`config.mk`:
```
export PLATFORM = sky130hd
export DESIGN_NAME = psa_ctrl
export DESIGN_NICKNAME = d
export VERILOG_FILES = /design/src/rtl/psa_pkg.sv /design/src/rtl/psa_ctrl.sv
export SDC_FILE = /design/constraint.sdc
export NUM_CORES = 1
export LEC_CHECK = 0
export BUFFER_PORTS_ARGS = -buffer_cell sky130_fd_sc_hd__buf_4
export CORE_AREA = 2 2 39 41
export CTS_BUF_LIST = sky130_fd_sc_hd__clkbuf_8
export DETAILED_ROUTE_END_ITERATION = 10
export DIE_AREA = 0 0 41 43
export MAX_ROUTING_LAYER = met4
export PLACE_DENSITY = 0.48
export SKIP_CTS_REPAIR_TIMING = 1
export SYNTH_ARGS = -nofsm -noshare
export SYNTH_HDL_FRONTEND = slang
export SYNTH_SLANG_ARGS = --single-unit
```
`constraint.sdc`:
```
create_clock -name i_clk -period 1 [get_ports i_clk]
set_input_delay 0.05 -clock i_clk [delete_from_list [all_inputs] [get_ports i_clk]]
set_output_delay 0.05 -clock i_clk [all_outputs]
set_load 0.03 [all_outputs]
```
`src/rtl/psa_pkg.sv`:
```
`timescale 1ns / 1ps

package psa_pkg;

    localparam int SLOT_COUNT_DEFAULT = 128;

    localparam int KIND_W   = 3;
    localparam int SLOT_W   = 8;
    localparam int TS_W     = 64;
    localparam int STATUS_W = 2;
    localparam int CNT64_W  = 64;
    localparam int WRAP_W   = 32;
    localparam int USED_W   = 8;

    // item kinds; unused codes behave as a read
    localparam logic [KIND_W-1:0] KIND_ADD    = 3'd0;
    localparam logic [KIND_W-1:0] KIND_REMOVE = 3'd1;
    localparam logic [KIND_W-1:0] KIND_START  = 3'd2;
    localparam logic [KIND_W-1:0] KIND_END    = 3'd3;
    localparam logic [KIND_W-1:0] KIND_READ   = 3'd4;

    localparam logic [STATUS_W-1:0] STATUS_OK      = 2'd0;
    localparam logic [STATUS_W-1:0] STATUS_FULL    = 2'd1;
    localparam logic [STATUS_W-1:0] STATUS_INVALID = 2'd2;
    localparam logic [STATUS_W-1:0] STATUS_FREE    = 2'd3;

    // one slot's statistics as held in the slot memory
    typedef struct packed {
        logic              armed;
        logic [TS_W-1:0]   start_time;
        logic [CNT64_W-1:0] cost_sum;
        logic [CNT64_W-1:0] call_count;
        logic [WRAP_W-1:0] wrap_tally;
    } t_entry;

    // controller -> datapath
    typedef struct packed {
        logic clear_wr;
        logic load;
        logic diff;
        logic update;
    } t_cmd;

    // datapath -> controller
    typedef struct packed {
        logic clear_last;
    } t_stat;

endpackage

```
`src/rtl/psa_ctrl.sv`:
```
`timescale 1ns / 1ps

module psa_ctrl
    import psa_pkg::*;
(
    input  logic  i_clk,
    input  logic  i_rst_n,
    input  logic  i_start,
    input  t_stat i_stat,
    output t_cmd  o_cmd,
    output logic  o_busy
);

    typedef enum logic [3:0] {
        ST_CLEAR  = 4'b0001,
        ST_IDLE   = 4'b0010,
        ST_DIFF   = 4'b0100,
        ST_UPDATE = 4'b1000
    } t_state;

    t_state r_state;
    t_state n_state;

    always_comb begin
        n_state = r_state;
        o_cmd   = '0;
        case (r_state)
            ST_CLEAR: begin
                o_cmd.clear_wr = 1'b1;
                if (i_stat.clear_last) begin
                    n_state = ST_IDLE;
                end
            end
            ST_IDLE: begin
                if (i_start) begin
                    o_cmd.load = 1'b1;
                    n_state    = ST_DIFF;
                end
            end
            ST_DIFF: begin
                o_cmd.diff = 1'b1;
                n_state    = ST_UPDATE;
            end
            ST_UPDATE: begin
                o_cmd.update = 1'b1;
                n_state      = ST_IDLE;
            end
            default: begin
                n_state = ST_CLEAR;
            end
        endcase
    end

    always_ff @(posedge i_clk) begin
        if (!i_rst_n) begin
            r_state <= ST_CLEAR;
        end else begin
            r_state <= n_state;
        end
    end

    assign o_busy = (r_state != ST_IDLE);

endmodule

```
==> impl_metrics.yaml, run 1 <==
status:
  run_status: "finished with violations"
  violations_in_the_final_reports: "negative setup slack"
clock_tree:
  cts_inserted_buffers: 3
  clk_transition_reported_paths_ps: 40
  numClockSinks: 4
  cts_htree_levels: 1
  clk_path_buf_depth: 2
  tritoncts: "built"
  root_buffer: "sky130_fd_sc_hd__clkbuf_8"
  insertion_delay_to_the_later_sink_of_the_worst_skew_pair_ps: 220
critical_path:
  worst_ep_required_time_ps: 950
  critical_path.top_delay_family: "simple AND/OR/NAND/NOR gates"
  criticalPathCategory: "reg -> out"
  cp_slowest_stage_delay_ps: 360
  cp-end-kind: "output pin"
  cp_data_arrival_time_ps: 1240
  cp_max_fo: 5
  critical_path_cell_count: 3
  path_cells: "nor4b_4 > and2_4 > buf_6"
  ff2ff_setup_slack_ps: -240
  critical_path.startpoint_type: "flip-flop"
  critical_path.slowest_cell: "sky130_fd_sc_hd__dfxtp_4"
  timing.reg2reg.worst_path_depth: 5
  timing.critical_path.buf_inv: 1
finish:
  antenna-diode-count: 0
  register_bank_with_the_most_flops: "r_state"
  final_cell_area_sq_um: 500
  final_core_utilization: 0.362
  sequential_cell_area_sq_um: 95.1
  largest_register_ffs: 4
  design.final.nets: 45
  reg_top3: "r_state: 4 flops"
  syn2layout_area_growth_pct: 114
  drive_gt1_frac: 0.800
  fillCellCount: 140
  multi_input_comb_area_sq_um: 190
sta:
  timing.slew.headroom: 0.806
  setup_violations: 8
  final.min_clock_period_ps: 1290
  max_clock_freq_mhz: 778
  timing.clock.skew_ps: 2.96
  drv_slew: 0
  rsz0062_at_grt: "true"
  max_slew.worst_pin.slew_ps: 290
  final.period_utilization: 1.29
  final-hold-violation-count: 0
  layout_setup_ws_ps: -286
grt:
  first_global_vias: 213
  grt.total_usage: 0.0834
  grt-busiest-layer: "met2"
  grt_first_pass_wirelength_microns: 917
  grt_overflow_total: 0
  met3_usage: 0.0314
  largest_net_degree_at_the_start_of_global_routing: 7
  initial_antenna_violation_count: 0
  groute.layer.met2.usage: 0.109
  met1_usage: 0.100
pwr:
  power.total_mw: 0.716
  powerDensity_nw_per_um2: 1430
  power.ir.vdd_worst_uv: 813
  cellLeakagePower_nw: 0.208
detailed_routing:
  initialDrtViolationCount: 1
  num_vias: 235
  routed_wire_length_per_instance_microns: 12.8
  post_dr_vias_cell: 4.20
  final_antenna_net_count: 0
  detail_route.wirelength_microns: 714
  route.detailed.drc: 0
  dr.pass1.iters: 2
synthesis:
  portion_of_the_post_synthesis_area_used_by_sequential_elements: 0.342
  muxShareOfSynthArea: 0
  synth.top_cells.by_area: "sky130_fd_sc_hd__dfxtp_1 (34%), sky130_fd_sc_hd__nor4b_4 (20%), sky130_fd_sc_hd__nor4b_2 (13%)"
  yosysTopAreaCell: "sky130_fd_sc_hd__dfxtp_1"
  synth_area_per_cell_sq_um: 11.7
  largest_family_of_logic_cells_by_synthesized_area: "simple AND/OR/NAND/NOR gates"
  syn_nets: 24
  synthFlopType: "sky130_fd_sc_hd__dfxtp_1"
  yosysMostFrequentCell: "sky130_fd_sc_hd__dfxtp_1"
  post_synthesis_adder_cell_area_fraction: 0
  synth_cell_types: 14
  post_synth_design_cell_area_sq_um: 234
  synth.top_cell.area_share: 0.342
  top_cell_types_by_occurrence_after_synthesis: "sky130_fd_sc_hd__dfxtp_1 (4), sky130_fd_sc_hd__and2_1 (2), sky130_fd_sc_hd__nor4b_2 (2), sky130_fd_sc_hd__nor4b_4 (2)"
  post_synth_xor_area_fraction: 0.0374
  synth_simple_gate_area_share: 0.529
  synth_edf_count: 0
  synthCells: 20
  ys_seq_elements: 4
  yosysWarnings: 0
  async_flop_share: 0
  compound_cell_area_share_of_the_yosys_netlist: 0.0749
min_path:
  worstHoldPathCells: 2
  kind_of_path_behind_the_tightest_hold_check: "in -> reg"
placed_design:
  placedInstanceArea_sq_um: 364
  dp_hpwl_microns: 438
  port_buffers: 8
  gp_routability_congestion: 0.731
floorplan:
  num_rows: 14
  die_outline_height_microns: 43
  initial_core_util: 0.169
  top_level_ports: 9
  chipWidth_microns: 41
  floorplan.die_area_sq_um: 1760
  core_region_area_sq_um: 1380
job:
  timing.max_cap.violations: 0
## metal layers
metal | vias up | part of all wire
li1 | 115 | -
met1 | 109 | 0.40
met2 | 9 | 0.52
met5 | - | 0
met4 | 0 | 0.017
met3 | 2 | 0.064
## cell type report
class                           instances  area share
Tap cell                               16      0.0400
Inverter                                1     0.00750
Multi-Input combinational cell         15       0.380
Clock buffer                            3      0.0825
Sequential cell                         4       0.190
Timing Repair Buffer                   16       0.292
Clock inverter                          1     0.00750
## placed cells by master, fill, tap and decap left out, drive strengths merged
cell type | Yosys | routed
and2 | 2 | 2
and3 | 1 | 1
buf | 0 | 16
clkbuf | 0 | 3
dfxtp | 4 | 4
inv | 1 | 2
nand2 | 1 | 1
nand2b | 1 | 1
nor2 | 1 | 1
nor3 | 1 | 1
nor4 | 1 | 1
nor4b | 4 | 4
o311a | 1 | 1
o31ai | 1 | 1
xnor2 | 1 | 1
## worst paths after layout
check / start / to
setup / recovery: r_state[3]$_SDFFE_PN0P_ / o_cmd[2]
hold / removal: i_rst_n / r_state[0]$_SDFFE_PN1P_
setup reg to reg: r_state[1]$_SDFFE_PN0P_ / r_state[1]$_SDFFE_PN0P_
hold reg to reg: r_state[3]$_SDFFE_PN0P_ / r_state[3]$_SDFFE_PN0P_
## where the power goes
group / switching [mW] / internal (mW) / total, mW
combinational: 0.0764 / 0.103 / 0.179
clock: 0.0869 / 0.262 / 0.349
sequential: 0.0206 / 0.167 / 0.188
## kinds of logic after synthesis
kind of cell           Yosys count
AND/OR/NAND/NOR                 12
flip-flops                       4
AO/OA/AOI/OAI                    2
XOR/XNOR                         1
buffers and inverters            1
## per-stage QoR
step / worst slack (ps) / instances / TNS [ps] / hold WS, ps
global placement: -55.7 / 47 / -130 / 258
finish: -286 / 56 / -1540 / 33.9
CTS: -308 / 51 / -1330 / 44.6
floorplan: -233 / 20 / -720 / 120
global route: -326 / 56 / -1840 / 47.1
detailed placement: -79.8 / 47 / -240 / 268
Note: power is estimated with default switching activity, not from simulation.
==> inputs of run 2 (changes only) <==
--- a/config.mk
+++ b/config.mk
@@ -7,7 +7,7 @@
 export LEC_CHECK = 0
 export BUFFER_PORTS_ARGS = -buffer_cell sky130_fd_sc_hd__buf_4
 export CORE_AREA = 2 2 39 41
-export CTS_BUF_LIST = sky130_fd_sc_hd__clkbuf_8
+export CTS_BUF_LIST = sky130_fd_sc_hd__clkbuf_16
 export DETAILED_ROUTE_END_ITERATION = 10
 export DIE_AREA = 0 0 41 43
 export MAX_ROUTING_LAYER = met4
==> impl_metrics.yaml, run 2 (same netlist as run 1, synthesis figures left out) <==
sta:
  drv_slew: 0
  max_slew.worst_pin.slew_ps: 295
  setup_violations: 8
  final.min_clock_period_ps: 1290
  timing.clock.skew_ps: 0.227
  final.period_utilization: 1.29
  rsz0062_at_grt: "true"
  layout_setup_ws_ps: -291
  timing.slew.headroom: 0.802
  max_clock_freq_mhz: 775
  final-hold-violation-count: 0
min_path:
  kind_of_path_behind_the_tightest_hold_check: "in -> reg"
critical_path:
  endpoint_of_the_worst_slack_reg_to_reg_timing_path: "r_state[1]$_SDFFE_PN0P_"
  cp-end-kind: "output pin"
  criticalPathCategory: "reg -> out"
  cp_max_fo: 4
  setup.worst_path.start: "r_state[3]$_SDFFE_PN0P_"
  ff2ff_setup_slack_ps: -210
  worstSetupEndpoint: "o_cmd[2]"
  timing.reg2reg.worst_path_depth: 5
  worst_ep_required_time_ps: 950
  critical_path.startpoint_type: "flip-flop"
  cp_data_arrival_time_ps: 1240
  worst_reg2reg_path_startpoint: "r_state[3]$_SDFFE_PN0P_"
clock_tree:
  clk_transition_reported_paths_ps: 30
  clk_path_buf_depth: 2
  insertion_delay_to_the_later_sink_of_the_worst_skew_pair_ps: 220
  cts_inserted_buffers: 3
  root_buffer: "sky130_fd_sc_hd__clkbuf_16"
  cts_htree_levels: 1
  numClockSinks: 4
  tritoncts: "built"
floorplan:
  floorplan.die_area_sq_um: 1760
  chipWidth_microns: 41
  initial_core_util: 0.169
  top_level_ports: 9
  num_rows: 14
  core_region_area_sq_um: 1380
  die_outline_height_microns: 43
finish:
  final_cell_area_sq_um: 513
  mostFrequentLayoutCell: "sky130_fd_sc_hd__buf_4"
  register_bank_with_the_most_flops: "r_state"
  fillCellCount: 133
  drive_gt1_frac: 0.789
  reg_top3: "r_state: 4 flops"
  design.final.nets: 43
  syn2layout_area_growth_pct: 119
  most_frequent_cells_in_the_layout: "sky130_fd_sc_hd__buf_4 (8), sky130_fd_sc_hd__buf_6 (5), sky130_fd_sc_hd__nor4b_4 (4), sky130_fd_sc_hd__clkbuf_16 (3), sky130_fd_sc_hd__dfxtp_4 (3)"
  final_cells: 54
  antenna-diode-count: 0
  largest_register_ffs: 4
grt:
  first_global_vias: 209
  initial_antenna_violation_count: 0
  grt_first_pass_wirelength_microns: 952
  largest_net_degree_at_the_start_of_global_routing: 7
  grt.total_usage: 0.0896
  grt_overflow_total: 0
job:
  timing.max_cap.violations: 0
pwr:
  net_load_switching_power_mw: 0.209
  switching_share: 0.213
  comb_power_share: 0.155
  seq_power_share: 0.192
  powerDensity_nw_per_um2: 1910
  cellLeakagePower_nw: 0.211
  p_int_mw: 0.770
  power.clock.fraction: 0.653
  power.ir.vdd_worst_uv: 753
detailed_routing:
  routed_wire_length_per_instance_microns: 12.1
  initialDrtViolationCount: 0
  final_antenna_net_count: 0
  route.detailed.drc: 0
  detail_route.wirelength_microns: 654
  post_dr_vias_cell: 4.19
  dr.pass1.iters: 1
  num_vias: 226
placed_design:
  placedInstanceArea_sq_um: 364
  post-place-ws_ps: -79.8
  dp_hpwl_microns: 438
  port_buffers: 8
  gp_routability_congestion: 0.731
  post-place-cells: 47
status:
  violations_in_the_final_reports: "negative setup slack"
  run_status: "finished with violations"
==> run 2: worst min path at each step <==
| stage | endpoint | cells past startpoint | from |
|---|---|---|---|
| detailed placement | r_state[0]$_SDFFE_PN1P_ | 2 | i_rst_n |
| finish | r_state[0]$_SDFFE_PN1P_ | 2 | i_rst_n |
| global route | r_state[0]$_SDFFE_PN1P_ | 2 | i_rst_n |
| global placement | r_state[0]$_SDFFE_PN1P_ | 2 | i_rst_n |
| CTS | r_state[0]$_SDFFE_PN1P_ | 2 | i_rst_n |
| floorplan | r_state[0]$_SDFFE_PN1P_ | 1 | i_rst_n |
==> run 2: power groups by stage <==
stage / Clock (mW) / Sequential [mW] / Combinational (mW)
4_1_cts: 0.650 / 0.189 / 0.123
2_1_floorplan: 0 / 0.196 / 0.0664
5_1_grt: 0.663 / 0.191 / 0.162
3_5_place_dp: 0 / 0.192 / 0.123
6_report: 0.639 / 0.188 / 0.152
3_3_place_gp: 0 / 0.191 / 0.121
==> run 2: cell type report <==
| cell class | instances | area [sq um] | area share |
|---|---|---|---|
| multi-input combinational | 15 | 181 | 0.354 |
| timing repair buffer | 14 | 136 | 0.266 |
| sequential | 4 | 92.6 | 0.180 |
| clock buffer | 3 | 75.1 | 0.146 |
| tap | 16 | 20.0 | 0.0390 |
| clock inverter | 1 | 3.75 | 0.00732 |
| inverter | 1 | 3.75 | 0.00732 |
==> run 2: critical path: stages (launching register included) <==
cell	delay, ps
sky130_fd_sc_hd__dfxtp_4	360
sky130_fd_sc_hd__nor4b_4	340
sky130_fd_sc_hd__and2_4	200
sky130_fd_sc_hd__buf_6	120
==> run 2: metrics by stage <==
stage,setup TNS (ps),hold WS (ps),power [mW],util
after floorplan,-720,120,0.263,-
after global placement,-130,258,0.312,0.263
after CTS,-1410,35.8,0.962,0.320
after detailed placement,-240,268,0.315,0.263
final,-1520,41.1,0.979,0.371
after global routing,-1910,53.9,1.02,0.371
==> run 2: metal layers <==
layer  GRT usage  share of wire  up-vias
met2       0.113           0.47        9
met5           -              0        -
li1            -              -      112
met1       0.106           0.46      105
met4      0.0400              0        0
met3      0.0628          0.073        0
